File: config.mk
export PLATFORM = sky130hd
export DESIGN_NAME = dynamic_priority_scheduler_top
export DESIGN_NICKNAME = d
export VERILOG_FILES = /design/src/dps_pkg.sv /design/src/dps_ram.sv /design/src/dps_ctrl.sv /design/src/dps_dpath.sv /design/src/dynamic_priority_scheduler_top.sv
export SDC_FILE = /design/constraint.sdc
export NUM_CORES = 1
export LEC_CHECK = 0
export BUFFER_PORTS_ARGS = -buffer_cell sky130_fd_sc_hd__buf_4
export CAP_MARGIN = 10
export CORE_UTILIZATION = 40
export CTS_CLUSTER_DIAMETER = 100
export DETAILED_ROUTE_END_ITERATION = 8
export GPL_ROUTABILITY_DRIVEN = 0
export PLACE_DENSITY = 0.54
export SYNTH_ARGS = -nofsm -noshare
export SYNTH_HDL_FRONTEND = slang
export SYNTH_SLANG_ARGS = --single-unit
File: constraint.sdc
create_clock -name clk -period 5 [get_ports clk]
set_input_delay 1 -clock clk [delete_from_list [all_inputs] [get_ports clk]]
set_output_delay 1 -clock clk [all_outputs]
set_load 0.01 [all_outputs]
File: src/dps_pkg.sv
// ----------------------------------------------------------------------------
// dps_pkg
// Shared types and constants of the dynamic priority scheduler.
// ----------------------------------------------------------------------------
package dps_pkg;

	localparam int DEF_SLOTS = 8;

	localparam int ID_W    = 8;
	localparam int TIME_W  = 16;
	localparam int PRIO_W  = 8;
	localparam int SPRIO_W = 7;
	localparam int STAT_W  = 3;
	localparam int ENTRY_W = ID_W + TIME_W + PRIO_W;

	// input kinds carried on tuser
	localparam logic OP_LOAD = 1'b0;
	localparam logic OP_TICK = 1'b1;

	// result codes carried on tuser
	localparam logic [STAT_W-1:0] STAT_LOADED   = 3'd0;
	localparam logic [STAT_W-1:0] STAT_DROPPED  = 3'd1;
	localparam logic [STAT_W-1:0] STAT_RAN      = 3'd2;
	localparam logic [STAT_W-1:0] STAT_FINISHED = 3'd3;
	localparam logic [STAT_W-1:0] STAT_IDLE     = 3'd4;

	localparam logic signed [PRIO_W-1:0] PRIO_FLOOR = -8'sd128;

	typedef enum logic [1:0] {
		S_IDLE,
		S_SCAN,
		S_DRAIN,
		S_COMMIT
	} dps_state_t;

	typedef struct packed {
		logic start;
		logic scan;
		logic commit;
	} dps_cmd_t;

	typedef struct packed {
		logic scan_last;
		logic out_busy;
	} dps_sts_t;

endpackage

File: src/dps_ram.sv
// ----------------------------------------------------------------------------
// dps_ram
// Generic single write port RAM with one registered read port.
// ----------------------------------------------------------------------------
module dps_ram #(
	parameter int W     = 32,
	parameter int DEPTH = 8
) (
	input  logic                     clk,
	input  logic                     we,
	input  logic [$clog2(DEPTH)-1:0] waddr,
	input  logic [W-1:0]             wdata,
	input  logic [$clog2(DEPTH)-1:0] raddr,
	output logic [W-1:0]             rdata
);

	logic [W-1:0] mem_q [DEPTH];

	always_ff @(posedge clk) begin
		if (we) begin
			mem_q[waddr] <= wdata;
		end
		rdata <= mem_q[raddr];
	end

endmodule

File: src/dps_ctrl.sv
// ----------------------------------------------------------------------------
// dps_ctrl
// Sequencer: accepts a beat, sweeps the slot table, then commits the result.
// ----------------------------------------------------------------------------
module dps_ctrl (
	input  logic              clk,
	input  logic              arst_n,
	input  logic              s_axis_tvalid,
	output logic              s_axis_tready,
	input  dps_pkg::dps_sts_t sts,
	output dps_pkg::dps_cmd_t cmd
);
	import dps_pkg::*;

	dps_state_t state_q, state_d;

	always_ff @(posedge clk or negedge arst_n) begin
		if (!arst_n) begin
			state_q <= S_IDLE;
		end else begin
			state_q <= state_d;
		end
	end

	always_comb begin
		state_d = state_q;
		unique case (state_q)
			S_IDLE: begin
				if (s_axis_tvalid) begin
					state_d = S_SCAN;
				end
			end
			S_SCAN: begin
				if (sts.scan_last) begin
					state_d = S_DRAIN;
				end
			end
			S_DRAIN: begin
				state_d = S_COMMIT;
			end
			S_COMMIT: begin
				if (!sts.out_busy) begin
					state_d = S_IDLE;
				end
			end
			default: state_d = S_IDLE;
		endcase
	end

	always_comb begin
		s_axis_tready = 1'b0;
		cmd           = '0;
		unique case (state_q)
			S_IDLE: begin
				s_axis_tready = 1'b1;
				cmd.start     = s_axis_tvalid;
			end
			S_SCAN: begin
				cmd.scan = 1'b1;
			end
			S_DRAIN: begin
			end
			S_COMMIT: begin
				cmd.commit = !sts.out_busy;
			end
			default: begin
			end
		endcase
	end

endmodule

File: src/dps_dpath.sv
// ----------------------------------------------------------------------------
// dps_dpath
// Slot table, scan comparator, write-back and output register.
// ----------------------------------------------------------------------------
module dps_dpath #(
	parameter int SLOTS = dps_pkg::DEF_SLOTS
) (
	input  logic                        clk,
	input  logic                        arst_n,
	input  dps_pkg::dps_cmd_t           cmd,
	output dps_pkg::dps_sts_t           sts,
	input  logic                        in_op,
	input  logic [dps_pkg::ID_W-1:0]    in_task_id,
	input  logic [dps_pkg::TIME_W-1:0]  in_run_time,
	input  logic [dps_pkg::SPRIO_W-1:0] in_start_priority,
	output logic                        out_valid,
	input  logic                        out_ready,
	output logic [dps_pkg::STAT_W-1:0]  out_status,
	output logic [dps_pkg::ID_W-1:0]    out_ran_id,
	output logic [dps_pkg::TIME_W-1:0]  out_time_left,
	output logic [dps_pkg::PRIO_W-1:0]  out_prio_now
);
	import dps_pkg::*;

	localparam int IW = $clog2(SLOTS);

	// captured request
	logic                op_q;
	logic [ID_W-1:0]     id_q;
	logic [TIME_W-1:0]   time_q;
	logic [SPRIO_W-1:0]  prio_q;

	logic [SLOTS-1:0]    valid_q;
	logic [IW-1:0]       cnt_q;
	logic                rd_vld_s1;
	logic [IW-1:0]       idx_s1;
	logic                slot_v_s1;

	logic                found_q;
	logic [IW-1:0]       best_idx_q;
	logic [ID_W-1:0]     best_id_q;
	logic [TIME_W-1:0]   best_time_q;
	logic signed [PRIO_W-1:0] best_prio_q;

	logic [ENTRY_W-1:0]  rdata;
	logic [ID_W-1:0]     rd_id;
	logic [TIME_W-1:0]   rd_time;
	logic signed [PRIO_W-1:0] rd_prio;
	logic                take;

	logic                ram_we;
	logic [ENTRY_W-1:0]  ram_wdata;
	logic [TIME_W-1:0]   new_time;
	logic signed [PRIO_W-1:0] new_prio;
	logic                load_ok;

	logic                out_valid_q;
	logic [STAT_W-1:0]   status_q;
	logic [ID_W-1:0]     ran_id_q;
	logic [TIME_W-1:0]   time_left_q;
	logic [PRIO_W-1:0]   prio_now_q;

	assign rd_id   = rdata[ID_W-1:0];
	assign rd_time = rdata[ID_W+TIME_W-1:ID_W];
	assign rd_prio = $signed(rdata[ENTRY_W-1:ID_W+TIME_W]);

	assign sts.scan_last = (cnt_q == IW'(SLOTS - 1));
	assign sts.out_busy  = out_valid_q && !out_ready;

	// a load wants the first free slot, a tick the best valid one
	always_comb begin
		take = 1'b0;
		if (rd_vld_s1) begin
			if (op_q == OP_LOAD) begin
				take = !slot_v_s1 && !found_q;
			end else begin
				take = slot_v_s1 && (!found_q || (rd_prio > best_prio_q));
			end
		end
	end

	assign new_prio = (best_prio_q == PRIO_FLOOR) ? best_prio_q : best_prio_q - 8'sd1;
	assign new_time = (best_time_q != '0) ? best_time_q - TIME_W'(1) : best_time_q;
	assign load_ok  = found_q && (time_q != '0);

	always_comb begin
		ram_we    = 1'b0;
		ram_wdata = {new_prio, new_time, best_id_q};
		if (cmd.commit) begin
			if (op_q == OP_LOAD) begin
				ram_we    = load_ok;
				ram_wdata = {1'b0, prio_q, time_q, id_q};
			end else begin
				ram_we = found_q;
			end
		end
	end

	dps_ram #(
		.W     (ENTRY_W),
		.DEPTH (SLOTS)
	) u_ram (
		.clk   (clk),
		.we    (ram_we),
		.waddr (best_idx_q),
		.wdata (ram_wdata),
		.raddr (cnt_q),
		.rdata (rdata)
	);

	always_ff @(posedge clk) begin
		if (cmd.start) begin
			op_q   <= in_op;
			id_q   <= in_task_id;
			time_q <= in_run_time;
			prio_q <= in_start_priority;
		end
		idx_s1    <= cnt_q;
		slot_v_s1 <= valid_q[cnt_q];
		if (take) begin
			best_idx_q  <= idx_s1;
			best_id_q   <= rd_id;
			best_time_q <= rd_time;
			best_prio_q <= rd_prio;
		end
		if (cmd.commit) begin
			if (op_q == OP_LOAD) begin
				status_q    <= load_ok ? STAT_LOADED : STAT_DROPPED;
				ran_id_q    <= '0;
				time_left_q <= '0;
				prio_now_q  <= '0;
			end else if (!found_q) begin
				status_q    <= STAT_IDLE;
				ran_id_q    <= '0;
				time_left_q <= '0;
				prio_now_q  <= '0;
			end else begin
				status_q    <= (new_time == '0) ? STAT_FINISHED : STAT_RAN;
				ran_id_q    <= best_id_q;
				time_left_q <= new_time;
				prio_now_q  <= new_prio;
			end
		end
	end

	always_ff @(posedge clk or negedge arst_n) begin
		if (!arst_n) begin
			valid_q     <= '0;
			cnt_q       <= '0;
			rd_vld_s1   <= 1'b0;
			found_q     <= 1'b0;
			out_valid_q <= 1'b0;
		end else begin
			rd_vld_s1 <= cmd.scan;
			if (cmd.scan) begin
				cnt_q <= sts.scan_last ? '0 : cnt_q + IW'(1);
			end
			if (cmd.start) begin
				found_q <= 1'b0;
			end else if (take) begin
				found_q <= 1'b1;
			end
			if (cmd.commit) begin
				if (op_q == OP_LOAD) begin
					if (load_ok) begin
						valid_q[best_idx_q] <= 1'b1;
					end
				end else if (found_q && new_time == '0) begin
					valid_q[best_idx_q] <= 1'b0;
				end
			end
			if (cmd.commit) begin
				out_valid_q <= 1'b1;
			end else if (out_ready) begin
				out_valid_q <= 1'b0;
			end
		end
	end

	assign out_valid     = out_valid_q;
	assign out_status    = status_q;
	assign out_ran_id    = ran_id_q;
	assign out_time_left = time_left_q;
	assign out_prio_now  = prio_now_q;

	// no read may still be in flight when the result is written back
	a_commit_after_drain: assert property (@(posedge clk) disable iff (!arst_n)
		cmd.commit |-> !rd_vld_s1 && !cmd.scan)
		else $error("commit while slot scan still in flight");

	// a held result must never be overwritten
	a_no_overwrite: assert property (@(posedge clk) disable iff (!arst_n)
		cmd.commit |-> !(out_valid_q && !out_ready))
		else $error("result register overwritten while stalled");

	// an accepted load leaves its slot marked in use
	a_load_marks_slot: assert property (@(posedge clk) disable iff (!arst_n)
		(cmd.commit && op_q == OP_LOAD && load_ok) |=> valid_q[$past(best_idx_q)])
		else $error("loaded slot not marked valid");

	// the sweep counter rests at zero outside a scan
	a_cnt_rest: assert property (@(posedge clk) disable iff (!arst_n)
		cmd.start |-> cnt_q == '0)
		else $error("scan counter not at zero on new beat");

endmodule

File: src/dynamic_priority_scheduler_top.sv
// ----------------------------------------------------------------------------
// dynamic_priority_scheduler_top
// Task table scheduled by dynamic priority, highest first, lowest slot on tie.
// ----------------------------------------------------------------------------
// input stream: s_axis_tuser is the kind (load or tick), s_axis_tdata the task.
// a load puts the task in the lowest free slot, or drops it when the table is
// full or its run time is zero. a tick runs the best valid task, lowers its
// priority (floor -128) and its time, and frees the slot when the time runs out.
// output stream: one result beat per input beat, m_axis_tuser holds the status.
// each beat sweeps every slot once through the table ram, one slot a cycle,
// then writes back its result; a new input beat is taken only after the
// previous beat has been written back.
// the result sits in an output register, so a new beat is taken and scanned
// while the previous result still waits; a stalled receiver holds the block
// only at write-back, until the held result is taken.
// reset empties the table (all slot valid bits cleared) and drops any result
// not yet taken; no clearing pass is needed.
// ----------------------------------------------------------------------------
module dynamic_priority_scheduler_top #(
	parameter int SLOTS = dps_pkg::DEF_SLOTS
) (
	input  logic        clk,
	input  logic        arst_n,
	input  logic        s_axis_tvalid,
	output logic        s_axis_tready,
	input  logic [31:0] s_axis_tdata,   // task_id[7:0], run_time[23:8], start_priority[30:24]
	input  logic        s_axis_tuser,   // op
	output logic        m_axis_tvalid,
	input  logic        m_axis_tready,
	output logic [31:0] m_axis_tdata,   // ran_id[7:0], time_left[23:8], prio_now[31:24]
	output logic [2:0]  m_axis_tuser    // status
);
	import dps_pkg::*;

	dps_cmd_t cmd;
	dps_sts_t sts;

	dps_ctrl u_ctrl (
		.clk           (clk),
		.arst_n        (arst_n),
		.s_axis_tvalid (s_axis_tvalid),
		.s_axis_tready (s_axis_tready),
		.sts           (sts),
		.cmd           (cmd)
	);

	dps_dpath #(
		.SLOTS (SLOTS)
	) u_dpath (
		.clk               (clk),
		.arst_n            (arst_n),
		.cmd               (cmd),
		.sts               (sts),
		.in_op             (s_axis_tuser),
		.in_task_id        (s_axis_tdata[7:0]),
		.in_run_time       (s_axis_tdata[23:8]),
		.in_start_priority (s_axis_tdata[30:24]),
		.out_valid         (m_axis_tvalid),
		.out_ready         (m_axis_tready),
		.out_status        (m_axis_tuser),
		.out_ran_id        (m_axis_tdata[7:0]),
		.out_time_left     (m_axis_tdata[23:8]),
		.out_prio_now      (m_axis_tdata[31:24])
	);

endmodule

==> Word-level counts from Yosys, hierarchy flattened <==
Memory sizes are Yosys's and may differ from the RTL's. A register that Yosys moved wholly into a read port is not among the register bits.
Index checks and enable logic that the tools add are counted.
Widths: inputs -> output; s select.
{ "word_totals": {"register_bits": 122, "latchBits": 0, "mem_bits_rw": 256, "mem_bits_ro": 0, "input_bits": 37, "out_inout_bits": 37, "elab_cells": 95, "mem_count": 1} }
{ "classes": {"n_addsub": 3, "multipliers": 0, "div_mod_pow": 0, "order_cmp": 4, "n_eq_ne": 9, "shift": 0, "n_mux": 34, "n_bitwise": 3, "n_reduce_logical": 21} }
{ "memory_table": {"columns": ["name", "words", "width", "read_ports", "rd_clocked_by_memory_dff", "wr", "line", "rtl"], "rows": [
  ["u_dpath.u_ram.mem_q", 8, 32, 1, 1, 1, "dps_ram.sv:17", "logic [W-1:0] mem_q [DEPTH];"]
]} }
{ "op_table": {"columns": ["op", "n"], "rows": [
  ["$mux 32", 2],
  ["$mux 8", 4],
  ["$reduce_bool 16->1", 2],
  ["$mux 1", 18],
  ["$logic_not 16->1", 1],
  ["$mux 16", 1],
  ["$sub 16x1->16 const B", 1],
  ["$mux 3", 3],
  ["$and 8x8->8", 1],
  ["$eq 8x8->1 const B", 1],
  ["$gt 8x8->1", 1],
  ["$lt 3x4->1 const B", 2],
  ["$not 8->8", 1],
  ["$or 8x8->8", 1],
  ["$pmux 2 s4", 1],
  ["$sub 8x2->8 const B", 1],
  ["$logic_and 1x1->1", 6],
  ["$mux 2", 3],
  ["$ne 2x2->1 const B", 3],
  ["$reduce_and 3->1", 2],
  ["$reduce_bool 2->1", 3],
  ["$eq 2x2->1 const B", 2],
  ["$logic_not 1->1", 4],
  ["$add 3x1->3 const B", 1],
  ["other kinds (9)", 9]
]} }

==> Depth between registers and ports, before layout <==
Gate-level depths: netlist of the first run.
{ "logic_depth": {"depth_word": 8, "mapped_depth": 10} }

==> Hierarchy <==
A second synthesis of the first run with hierarchy kept.
{ "hier_totals": {"cells_unflattened": 869, "hier_area_um2": 16076.7} }
{ "modules_own_cells": {"columns": ["mod", "instances", "cells_each", "area_each_um2"], "rows": [
  ["dps_ram", 1, 415, 10466.3],
  ["dps_dpath", 1, 437, 5434.0],
  ["dps_ctrl", 1, 17, 176.4]
]} }

==> Worst setup path after synthesis of the first run <==
Ideal clock, no wire load.
{ "synth_timing": {"path_kind": "input -> register", "startpoint": "input port m_axis_tready", "endpoint": "memory u_dpath.u_ram.mem_q[0][0], enable pin", "setup_time_ns": 0.461, "arrival_time_ns": 3.716, "required_ns": 4.539, "path_slack_ns": 0.823, "stages": 5, "path_buffers": 0, "path_cell_list": "nand2b_1 > nand2_1 > nor2_1 > o21ai_0 > nor3_1"} }
{ "synth_between": {"elab_chain_len": 7} }
{ "synth_lines": {"columns": ["element", "line", "rtl"], "rows": [
  ["start, declared", "dynamic_priority_scheduler_top.sv:29", "input logic m_axis_tready,"],
  ["$logic_not 1->1", "dps_dpath.sv:68", "assign sts.out_busy = out_valid_q && !out_ready;"],
  ["$logic_and 1x1->1", "dps_dpath.sv:68", null],
  ["$logic_not 1->1", null, null],
  ["$mux 1", "dps_ctrl.sv:53", "unique case (state_q)"],
  ["$mux 1", "dps_dpath.sv:89", "if (cmd.commit) begin"],
  ["$mux 1", "dps_ram.sv:20", "if (we) begin"],
  ["$mux 1 (implied by the code)", "dps_ram.sv:21", "mem_q[waddr] <= wdata;"],
  ["end, declared", "dps_ram.sv:17", null]
]} }
Every way passes these cells.

==> Final worst setup path of the first run <==
{ "layout_timing": {"startpoint": "register u_dpath.time_q[3]", "endpoint": "memory u_dpath.u_ram.mem_q[7][2], enable pin"} }
{ "layout_between": {"elab_chain_len": 6} }
{ "layout_lines": {"columns": ["element", "line", "rtl"], "rows": [
  ["start, declared", "dps_dpath.sv:30", "logic [TIME_W-1:0] time_q;"],
  ["start signal, assigned", "dps_dpath.sv:115", "time_q <= in_run_time;"],
  ["$reduce_bool 16->1", "dps_dpath.sv:84", "assign load_ok = found_q && (time_q != '0);"],
  ["$logic_and 1x1->1", "dps_dpath.sv:84", null],
  ["$mux 1", "dps_dpath.sv:90", "if (op_q == OP_LOAD) begin"],
  ["$mux 1", "dps_dpath.sv:89", null],
  ["$mux 1", "dps_ram.sv:20", null],
  ["$mux 1 (implied by the code)", "dps_ram.sv:21", null]
]} }
Every way passes these cells.

==> results of run 1 <==
==> worst paths after layout <==
check | start | end | slack [ns] | cells past startpoint
worst max-delay path | u_dpath.time_q[3] | u_dpath.u_ram.mem_q[7][2] | 1.77 | 7
worst min-delay path | arst_n | u_dpath.cnt_q[1] | 0.30 | 1
worst max register to register | u_dpath.time_q[3] | u_dpath.u_ram.mem_q[7][2] | 1.77 | 7
worst min register to register | u_dpath.idx_s1[0] | u_dpath.best_idx_q[0] | 0.40 | 0
max in group asynchronous | arst_n | u_dpath.cnt_q[0] | 4.49 | 1
min in group clk | u_dpath.idx_s1[0] | u_dpath.best_idx_q[0] | 0.40 | 0
==> cell type report <==
cell class / instances / area (um^2) / area share, %
clock inverters: 18 / 219 / 1.18
repair buffers: 92 / 691 / 3.72
flip-flops and latches: 410 / 11900 / 64.1
well taps: 518 / 648 / 3.50
inverters: 20 / 75.1 / 0.405
multi-input cells: 396 / 3750 / 20.2
clock buffers: 62 / 1280 / 6.90
==> through the flow <==
stage	instance area [um^2]	total power [mW]	hold WS [ns]	utilization, %
6_report	18500	10.7	0.299	47.8
4_1_cts	18500	10.8	0.286	47.8
3_3_place_gp	17000	7.45	0.387	43.9
2_1_floorplan	15800	6.58	0.372	-
5_1_grt	18500	11.2	0.300	47.8
3_5_place_dp	17000	7.50	0.389	43.9
==> registers in the layout, indices dropped and copies added (netlist names), named ones only <==
name and flops:
u_dpath.best_time_q 16, u_dpath.out_time_left 16, u_dpath.id_q 8, u_dpath.best_prio_q 8, u_dpath.out_valid 1, u_dpath.best_id_q 8
u_dpath.out_ran_id 8, u_dpath.out_prio_now 8, u_dpath.found_q 1, u_dpath.op_q 1, u_dpath.u_ram.mem_q 256, u_dpath.out_status 3
u_ctrl.state_q 2, u_dpath.prio_q 7, u_dpath.time_q 16, u_dpath.best_idx_q 3, u_dpath.slot_v_s1 1, u_dpath.cnt_q 3
u_dpath.idx_s1 3, u_dpath.rd_vld_s1 1, u_dpath.u_ram.rdata 32
==> layer usage <==
metal	track usage, %	vias to the layer above	part of all wire, %
met5	1.31	-	0.21
li1	-	3604	-
met1	25.4	4090	47
met3	2.78	50	4.7
met2	27.5	202	47
met4	5.59	2	1.9
==> worst max-delay path, cell delays in order, from the launching register on <==
cell and delay, ns:
edfxtp_1 0.40, nor4_1 0.64, nand4_1 0.38, nand2_1 0.22, nor2_1 0.07, o21bai_1 0.59
nor2_4 0.31, buf_4 0.33
==> power groups by stage <==
| stage | logic [mW] | clock network, mW | registers (mW) |
|---|---|---|---|
| after global routing | 2.66 | 3.52 | 5.01 |
| after global placement | 2.44 | 0 | 5.01 |
| final | 2.43 | 3.33 | 4.95 |
| after detailed placement | 2.47 | 0 | 5.02 |
| after floorplan | 1.72 | 0 | 4.87 |
| after CTS | 2.49 | 3.40 | 4.96 |
==> cells by family (layout without fill, tap and decap cells) <==
group           Yosys count  count (layout)  share of synthesized area, %
xor+xnor                  9               9                         0.499
simple gates            190             190                          6.17
compound gates           70              70                          2.72
mux                     109             109                          12.5
fa+ha+maj                18              18                          1.43
buf+inv                  56             192                          1.47
flops                   410             410                          75.2
==> synth_stat cells (all sizes together) (3+ instances only) <==
master	n
and2	3
mux2	36
nand2b	5
nor2b	5
nor4	13
mux2i	7
o21a	3
nor3	17
nand2	45
mux4	66
inv	20
clkbuf	23
nor2	63
nand4	7
or3	5
a41oi	8
a21oi	37
buf	13
o2111ai	3
o31ai	4
nand3	6
xnor2	8
dfxtp	36
edfxtp	358
dfrtp	16
and3	10
o21ai	8
ha	18
or4	3
==> impl_summary.log, run 1 <==
INFO  metric run_status = complete, no violations
INFO  metric grt_setup_unrepaired = false
INFO  metric synth.ff_latch_count = 410
INFO  metric fp.dieW = 201 um
INFO  metric io_buffers = 72
INFO  metric post_layout_nonfiller_instances = 1,516
INFO  metric synth_warnings = 0
INFO  metric fin_crit_sh = 64.5%
INFO  metric postSynth.topFlopCell = edfxtp_1
INFO  metric routed_wl = 34.4 mm
INFO  metric cts_repair_resize_count = 0
INFO  metric crit_path_end_kind = register
INFO  metric timing_worst_slew_pin_value = 1.07 ns
INFO  metric tritoncts_clock_tree = done
INFO  metric drv.max_cap_violation_count = 0
INFO  metric detailedPlacementHpwl = 19.7 mm
INFO  metric proportion_of_netlist_area_held_by_the_largest_area_contributor = 68.1%
INFO  metric synth_enable_flop_cells = 358
INFO  metric syn-instance-count = 862
INFO  metric die-area = 40,300 um^2
INFO  metric power.share.sequential = 46.2%
INFO  metric num_antenna_cells = 0
INFO  metric finalHoldViolCount = 0
INFO  metric max-vdd-ir-drop = 241 uV
INFO  metric cts.clk_slew.worst_paths = 0.06 ns
INFO  metric antenna_found_initial = 0
INFO  metric grt_util_all_layers = 17.7%
INFO  metric power_per_cell_area = 577 nW/um^2
INFO  metric layout_commonest_cell = edfxtp_1
INFO  metric setup_viol = 0
INFO  metric crit_required = 5.28 ns
INFO  metric fillerInstances = 3,260
INFO  metric worstSkewPairLatency = 0.56 ns
INFO  metric post-cts-setup-buffer-count = 0
INFO  metric grt_overflow = 0
INFO  metric clock_power_share = 31.1%
INFO  metric crit_arrival = 3.50 ns
INFO  metric setup.worst_path.start_class = register
INFO  metric starting_utilization_of_the_core_area = 40.7%
INFO  metric synthArstFlopShare = 3.90%
INFO  metric timing.setup.critical_path_class = reg -> reg
INFO  metric synth_cell_type_count = 53
INFO  metric syn_area_per_cell = 18.3 um^2
INFO  metric hold_buffers = 0
INFO  metric nNetsFinal = 1,019
INFO  metric clk_path_buf_depth = 3
INFO  metric yosysSeqAreaShare = 75.2%
INFO  metric intPower = 7.73 mW
INFO  metric combinational_power_share = 22.7%
INFO  metric grt_max_degree = 46
INFO  metric syn-num-nets = 917
INFO  metric period_needed = 3.23 ns
INFO  metric fin_ws = 1.77 ns
INFO  metric p_sw = 2.97 mW
INFO  metric first_pass_grt_wire_length = 52.0 mm
INFO  metric finalClockSkew = 0.0130 ns
INFO  metric hold_path_class = in -> async
INFO  metric cts_made_buffers = 44
INFO  metric dp_worst_setup_slack = 1.63 ns
INFO  metric layout.cells.most_common_list = edfxtp_1 (358), buf_4 (92), mux4_2 (66)
INFO  metric synth_area_leader_cell = edfxtp_1
INFO  metric coreArea = 38,800 um^2
INFO  metric row_count = 72
INFO  metric die_h = 201 um
INFO  metric fmax = 310 MHz
INFO  metric cts_num_sinks = 410
INFO  metric worst-path-max-fanout = 17
INFO  metric ioPinCount = 74
INFO  metric number_of_drc_violations_after_detailed_routing = 0
INFO  metric post_route_cells_drive_above_1_share = 29.2%
INFO  metric route.detailed.wl_per_inst = 22.7 um
INFO  metric postRouteAntennaNets = 0
INFO  metric drt_first_iter_violations = 579
INFO  metric report.final.slew_viol_count = 0
INFO  metric ctsRootBufferMaster = clkbuf_16
INFO  metric switching_share = 27.8%
INFO  metric first_pass_iters = 7
INFO  metric viasPerCell = 5.24
INFO  metric cts-htree-levels = 2
INFO  metric place.detailed.instances = 1,436
INFO  metric power.static_leakage = 6.31 nW
INFO  metric synth.area.top_cells = edfxtp_1 (68%), mux4_2 (9.4%), dfxtp_1 (4.6%), mux2_2 (2.6%), dfrtp_1 (2.5%)
INFO  metric setup_tns = 0 ns
INFO  metric max_slew_headroom_at_the_worst_pin = 28.7%
INFO  metric flow.area_growth_from_synthesis = 17.5%
INFO  metric vias_in_the_first_global_route = 8,228
INFO  metric synth_area = 15,800 um^2
INFO  metric routed-via-count = 7,948
No activity file was read; power rests on OpenSTA's default activity.
==> inputs of run 2 (changes only) <==
clock period = 3.1 ns   (was 5 ns; I/O delays follow)
==> impl_summary.log, run 2 (synthesis results as in run 1) <==
INFO  metric run_status = complete, no violations
INFO  metric antenna_found_initial = 0
INFO  metric cts_num_sinks = 410
INFO  metric fmax = 368 MHz
INFO  metric intPower = 12.6 mW
INFO  metric first_pass_grt_wire_length = 52.5 mm
INFO  metric crit_path_end_kind = register
INFO  metric report.final.slew_viol_count = 0
INFO  metric design_area = 19,000 um^2
INFO  metric postRouteAntennaNets = 0
INFO  metric num_antenna_cells = 0
INFO  metric crit_arrival = 3.12 ns
INFO  metric largest_register_ffs = 256
INFO  metric die_h = 201 um
INFO  metric coreArea = 38,800 um^2
INFO  metric max-vdd-ir-drop = 629 uV
INFO  metric fp.dieW = 201 um
INFO  metric drt_first_iter_violations = 519
INFO  metric timing.critical_path.max_delay_family = simple AND/OR/NAND/NOR gates
INFO  metric post_layout_nonfiller_instances = 1,547
INFO  metric period_needed = 2.72 ns
INFO  metric combinational_power_share = 24.3%
INFO  metric starting_utilization_of_the_core_area = 40.7%
INFO  metric layout_top_registers = u_dpath.u_ram.mem_q: 256 flops, u_dpath.u_ram.rdata: 32 flops
INFO  metric grt_util_all_layers = 17.7%
INFO  metric setup_viol = 0
INFO  metric viasPerCell = 5.17
INFO  metric layout_commonest_cell = edfxtp_1
INFO  metric number_of_drc_violations_after_detailed_routing = 0
INFO  metric crit_chain = inv_1, ha_1, or3b_2, nor4_4, nor2_2, mux2i_4, and4bb_1, a41oi_1
INFO  metric timing.setup.critical_path_class = reg -> reg
INFO  metric cts_made_buffers = 44
INFO  metric timing_worst_slew_pin_value = 0.855 ns
INFO  metric post-cts-setup-buffer-count = 0
INFO  metric flow.area_growth_from_synthesis = 20.7%
INFO  metric finalClockSkew = 0.0138 ns
INFO  metric vias_in_the_first_global_route = 8,271
INFO  metric nNetsFinal = 1,049
INFO  metric r2r_setup_slack = 0.38 ns
INFO  metric worstSkewPairLatency = 0.56 ns
INFO  metric clock_power_share = 30.9%
INFO  metric post-route-util = 49.1%
INFO  metric placement.cell_area = 17,500 um^2
INFO  metric route.detailed.wl_per_inst = 22.4 um
INFO  metric power.share.sequential = 44.8%
INFO  metric drv.max_cap_violation_count = 0
INFO  metric grt_setup_unrepaired = false
INFO  metric fin_crit_sh = 87.6%
INFO  metric hold_path_class = in -> reg
INFO  metric final.hold.worst_slack = 0.232 ns
INFO  metric finalHoldViolCount = 0
INFO  metric row_count = 72
INFO  metric setup_tns = 0 ns
INFO  metric fillerInstances = 3,190
INFO  metric setup.worst_path.start_class = register
INFO  metric switching_share = 27.9%
INFO  metric grt_overflow = 0
INFO  metric routed_wl = 34.7 mm
INFO  metric ctsRootBufferMaster = clkbuf_16
INFO  metric worst-path-max-fanout = 9
INFO  metric timing.critical_path.slowest_stage_cell = or3b_2
INFO  metric ioPinCount = 74
INFO  metric power_per_cell_area = 920 nW/um^2
INFO  metric p_sw = 4.89 mW
INFO  metric first_pass_iters = 5
INFO  metric clk_path_buf_depth = 3
INFO  metric layout.cells.most_common_list = edfxtp_1 (358), buf_4 (100), mux4_2 (66)
INFO  metric power.static_leakage = 6.53 nW
INFO  metric cts-htree-levels = 2
INFO  metric grt_max_degree = 69
INFO  metric cts.clk_slew.worst_paths = 0.06 ns
INFO  metric cpPeakStageDelay = 0.52 ns
INFO  metric register_with_the_most_flip_flops = u_dpath.u_ram.mem_q
INFO  metric crit_required = 3.50 ns
INFO  metric place.detailed.instances = 1,465
INFO  metric io_buffers = 72
INFO  metric tritoncts_clock_tree = done
INFO  metric cp_num_buf_inv = 1
INFO  metric routed-via-count = 8,001
INFO  metric detailedPlacementHpwl = 21.0 mm
INFO  metric max_slew_headroom_at_the_worst_pin = 42.5%
INFO  metric die-area = 40,300 um^2
INFO  metric post_route_cells_drive_above_1_share = 31.1%
run 2: cell count changes in the layout (fill, tap and decap cells not counted):
cell	delta
buf_12	+21
buf_4	+8
bufinv_16	+2
clkbuf_1	-3
clkbuf_8	-7
clkinv_1	+4
clkinv_2	+2
clkinv_4	+1
clkinvlp_4	+1
dlygate4sd3_1	+1
inv_6	+1
nor3_2	-2
nor3_4	+2
run 2: final cells by class:
cell class / count / area (um^2) / area share, %
sequential: 410 / 11900 / 62.4
multi-input combinational: 396 / 3760 / 19.8
timing repair buffer: 122 / 1180 / 6.20
clock buffer: 52 / 1170 / 6.15
tap: 518 / 648 / 3.40
clock inverter: 29 / 329 / 1.73
inverter: 20 / 75.1 / 0.394
run 2: stage by stage:
stage          worst slack, ns  power, mW
3_3_place_gp             0.387       12.3
2_1_floorplan            0.160       10.6
5_1_grt                  0.180       18.3
4_1_cts                  0.352       17.8
3_5_place_dp             0.354       12.3
6_report                 0.383       17.5
run 2: layer usage:
metal | GRT usage, % | wire length, um | share of wire, %
met2 | 27.2 | 16000 | 46
met3 | 2.79 | 1350 | 3.9
met4 | 5.64 | 739 | 2.1
met1 | 25.9 | 16600 | 48
met5 | 0 | 0 | 0
run 2: power by group through the flow:
stage	clock network (mW)	registers (mW)	logic, mW
floorplan	0	7.84	2.78
detailed placement	0	7.96	4.32
finish	5.41	7.86	4.25
CTS	5.55	7.86	4.34
global route	5.75	7.94	4.66
global placement	0	7.95	4.31
run 2: path summary, 6_finish.rpt:
check	startpoint	to	cells after the start
max	u_dpath.best_time_q[0]	register	8
max reg2reg	u_dpath.best_time_q[0]	register	8
min reg2reg	u_dpath.u_ram.rdata[1]	u_dpath.best_id_q[1]	0
min	s_axis_tdata[9]	u_dpath.time_q[1]	1
min in group asynchronous	arst_n	u_dpath.found_q	2
max in group asynchronous	arst_n	u_dpath.cnt_q[0]	2
run 2: timing repair:
action | CTS | global route
hold buffers | 1 | 0
endpoints found under the setup margin | 0 | 0
hold endpoints to repair | 16 | 0
gates resized for setup | 0 | 0
run 2: worst reg2reg max path, delay by kind of cell (launching register included):
| family | cells | cell delay [ns] |
|---|---|---|
| AO/OA/AOI/OAI | 1 | 0.19 |
| adder cells (fa/ha/maj) | 1 | 0.20 |
| buffers and inverters | 1 | 0.13 |
| flip-flops | 1 | 0.49 |
| multiplexers | 1 | 0.16 |
| AND/OR/NAND/NOR | 4 | 1.41 |
==> inputs of run 3 (changes only) <==
REMOVE_ABC_BUFFERS = 1   (was unset)
==> impl_summary.log, run 3 (synthesis results as in run 1) <==
INFO  metric flow.area_growth_from_synthesis = 18.7%
INFO  metric first_pass_iters = 5
INFO  metric ff_latch_area = 11,900 um^2
INFO  metric post-cts-setup-buffer-count = 0
INFO  metric finalClockSkew = 0.0129 ns
INFO  metric switching_share = 27.7%
INFO  metric p_sw = 4.81 mW
INFO  metric combinational_power_share = 23.6%
INFO  metric fin_crit_sh = 90.5%
INFO  metric postRouteAntennaNets = 0
INFO  metric clock_power_share = 30.8%
INFO  metric first_pass_grt_wire_length = 52.0 mm
INFO  metric grt_util_all_layers = 17.5%
INFO  metric starting_utilization_of_the_core_area = 40.7%
INFO  metric worst-path-max-fanout = 24
INFO  metric layout.cells.most_common_list = edfxtp_1 (358), buf_4 (103), mux4_2 (66)
INFO  metric register_with_the_most_flip_flops = u_dpath.u_ram.mem_q
INFO  metric crit_path_end_kind = register
INFO  metric cts-htree-levels = 2
INFO  metric die-area = 40,300 um^2
INFO  metric largest_register_ffs = 256
INFO  metric fillerInstances = 3,250
INFO  metric intPower = 12.6 mW
INFO  metric final.hold.worst_slack = 0.246 ns
INFO  metric vias_in_the_first_global_route = 8,442
INFO  metric finalHoldViolCount = 0
INFO  metric cts_num_sinks = 410
INFO  metric crit_arrival = 3.10 ns
INFO  metric setup_tns = 0 ns
INFO  metric layout_top_registers = u_dpath.u_ram.mem_q: 256 flops, u_dpath.u_ram.rdata: 32 flops
INFO  metric cts.clk_slew.worst_paths = 0.06 ns
INFO  metric io_buffers = 72
INFO  metric post-route-util = 48.2%
INFO  metric layout_commonest_cell = edfxtp_1
INFO  metric routed-via-count = 7,967
INFO  metric setup_viol = 0
INFO  metric place.detailed.instances = 1,452
INFO  metric tritoncts_clock_tree = done
INFO  metric worstSkewPairLatency = 0.55 ns
INFO  metric ctsRootBufferMaster = clkbuf_16
INFO  metric crit_required = 3.39 ns
INFO  metric drt_first_iter_violations = 590
INFO  metric antenna_found_initial = 0
INFO  metric max_slew_headroom_at_the_worst_pin = 26.9%
INFO  metric run_status = complete, no violations
INFO  metric post_route_cells_drive_above_1_share = 30.0%
INFO  metric totalPowerFinal = 17.4 mW
INFO  metric num_antenna_cells = 0
INFO  metric cts_made_buffers = 44
INFO  metric number_of_drc_violations_after_detailed_routing = 0
INFO  metric power_per_cell_area = 928 nW/um^2
INFO  metric grt_max_degree = 37
INFO  metric fmax = 356 MHz
INFO  metric max-vdd-ir-drop = 469 uV
INFO  metric ioPinCount = 74
INFO  metric detailedPlacementHpwl = 20.8 mm
INFO  metric multiInputGateArea = 3760 um^2
INFO  metric routed_wl = 34.5 mm
INFO  metric drv.max_cap_violation_count = 0
INFO  metric hold_path_class = in -> reg
INFO  metric nNetsFinal = 1,036
INFO  metric row_count = 72
INFO  metric route.detailed.wl_per_inst = 22.5 um
INFO  metric die_h = 201 um
INFO  metric grt_overflow = 0
INFO  metric fp.dieW = 201 um
INFO  metric power.share.sequential = 45.6%
INFO  metric report.final.slew_viol_count = 0
INFO  metric clk_path_buf_depth = 3
INFO  metric power.static_leakage = 6.39 nW
INFO  metric timing_worst_slew_pin_value = 1.09 ns
INFO  metric coreArea = 38,800 um^2
INFO  metric timing.setup.critical_path_class = reg -> reg
INFO  metric post_layout_nonfiller_instances = 1,533
INFO  metric setup.worst_path.start_class = register
INFO  metric period_needed = 2.81 ns
INFO  metric viasPerCell = 5.20
INFO  metric grt_setup_unrepaired = false
[run 3: worst paths after layout]
kind,cells after the start,endpoint,start,slack [ns]
max reg2reg,8,u_dpath.u_ram.mem_q[1][30],u_dpath.time_q[7],0.29
max,8,u_dpath.u_ram.mem_q[1][30],u_dpath.time_q[7],0.29
min reg2reg,0,u_dpath.best_time_q[4],u_dpath.u_ram.rdata[12],0.40
min,1,u_dpath.time_q[14],s_axis_tdata[22],0.25
max in group asynchronous,2,u_dpath.cnt_q[0],arst_n,2.40
min in group asynchronous,2,u_ctrl.state_q[1],arst_n,0.48
[run 3: worst max-delay path, cell delays in order (launching register included)]
cell and delay (ns):
edfxtp_1 0.42, nor4_1 0.66, nand4_1 0.35, nand2_1 0.22, nor2_1 0.07, o21ai_0 0.17
buf_4 0.20, nor2_4 0.19, buf_4 0.27
[run 3: power by group through the flow]
stage,sequential (mW),clock (mW),combinational (mW)
after CTS,7.93,5.48,4.21
after global routing,8.02,5.69,4.49
after floorplan,8.23,0,2.41
final,7.92,5.36,4.10
after detailed placement,8.03,0,4.20
after global placement,8.02,0,4.16
[run 3: metal layers]
| metal | vias to the layer above | global-route usage, % | routed length (um) | share of wire (%) |
|---|---|---|---|---|
| met1 | 4090 | 23.8 | 15700 | 45 |
| li1 | 3649 | - | - | - |
| met5 | - | 0 | 0 | 0 |
| met3 | 47 | 2.97 | 1440 | 4.2 |
| met2 | 181 | 28.8 | 16700 | 48 |
| met4 | 0 | 5.48 | 683 | 2.0 |
[run 3: area by class of cell]
class                           instances  area share [%]
Multi-Input combinational cell        396            20.1
Sequential cell                       410            63.4
Clock inverter                         20            1.37
Clock buffer                           60            6.58
Timing Repair Buffer                  109            4.72
Inverter                               20           0.401
Tap cell                              518            3.46
[run 3: timing repair]
item	4_1_cts	5_1_grt
endpoints found under the setup margin	0	9
hold buffers	1	0
resized for setup	0	1
hold endpoints to repair	16	0
[run 3: metrics by stage]
stage | area (um^2) | worst slack [ns]
5_1_grt | 18700 | 0.138
3_3_place_gp | 17200 | 0.163
2_1_floorplan | 15600 | -0.999
3_5_place_dp | 17200 | 0.183
4_1_cts | 18700 | 0.218
6_report | 18700 | 0.293
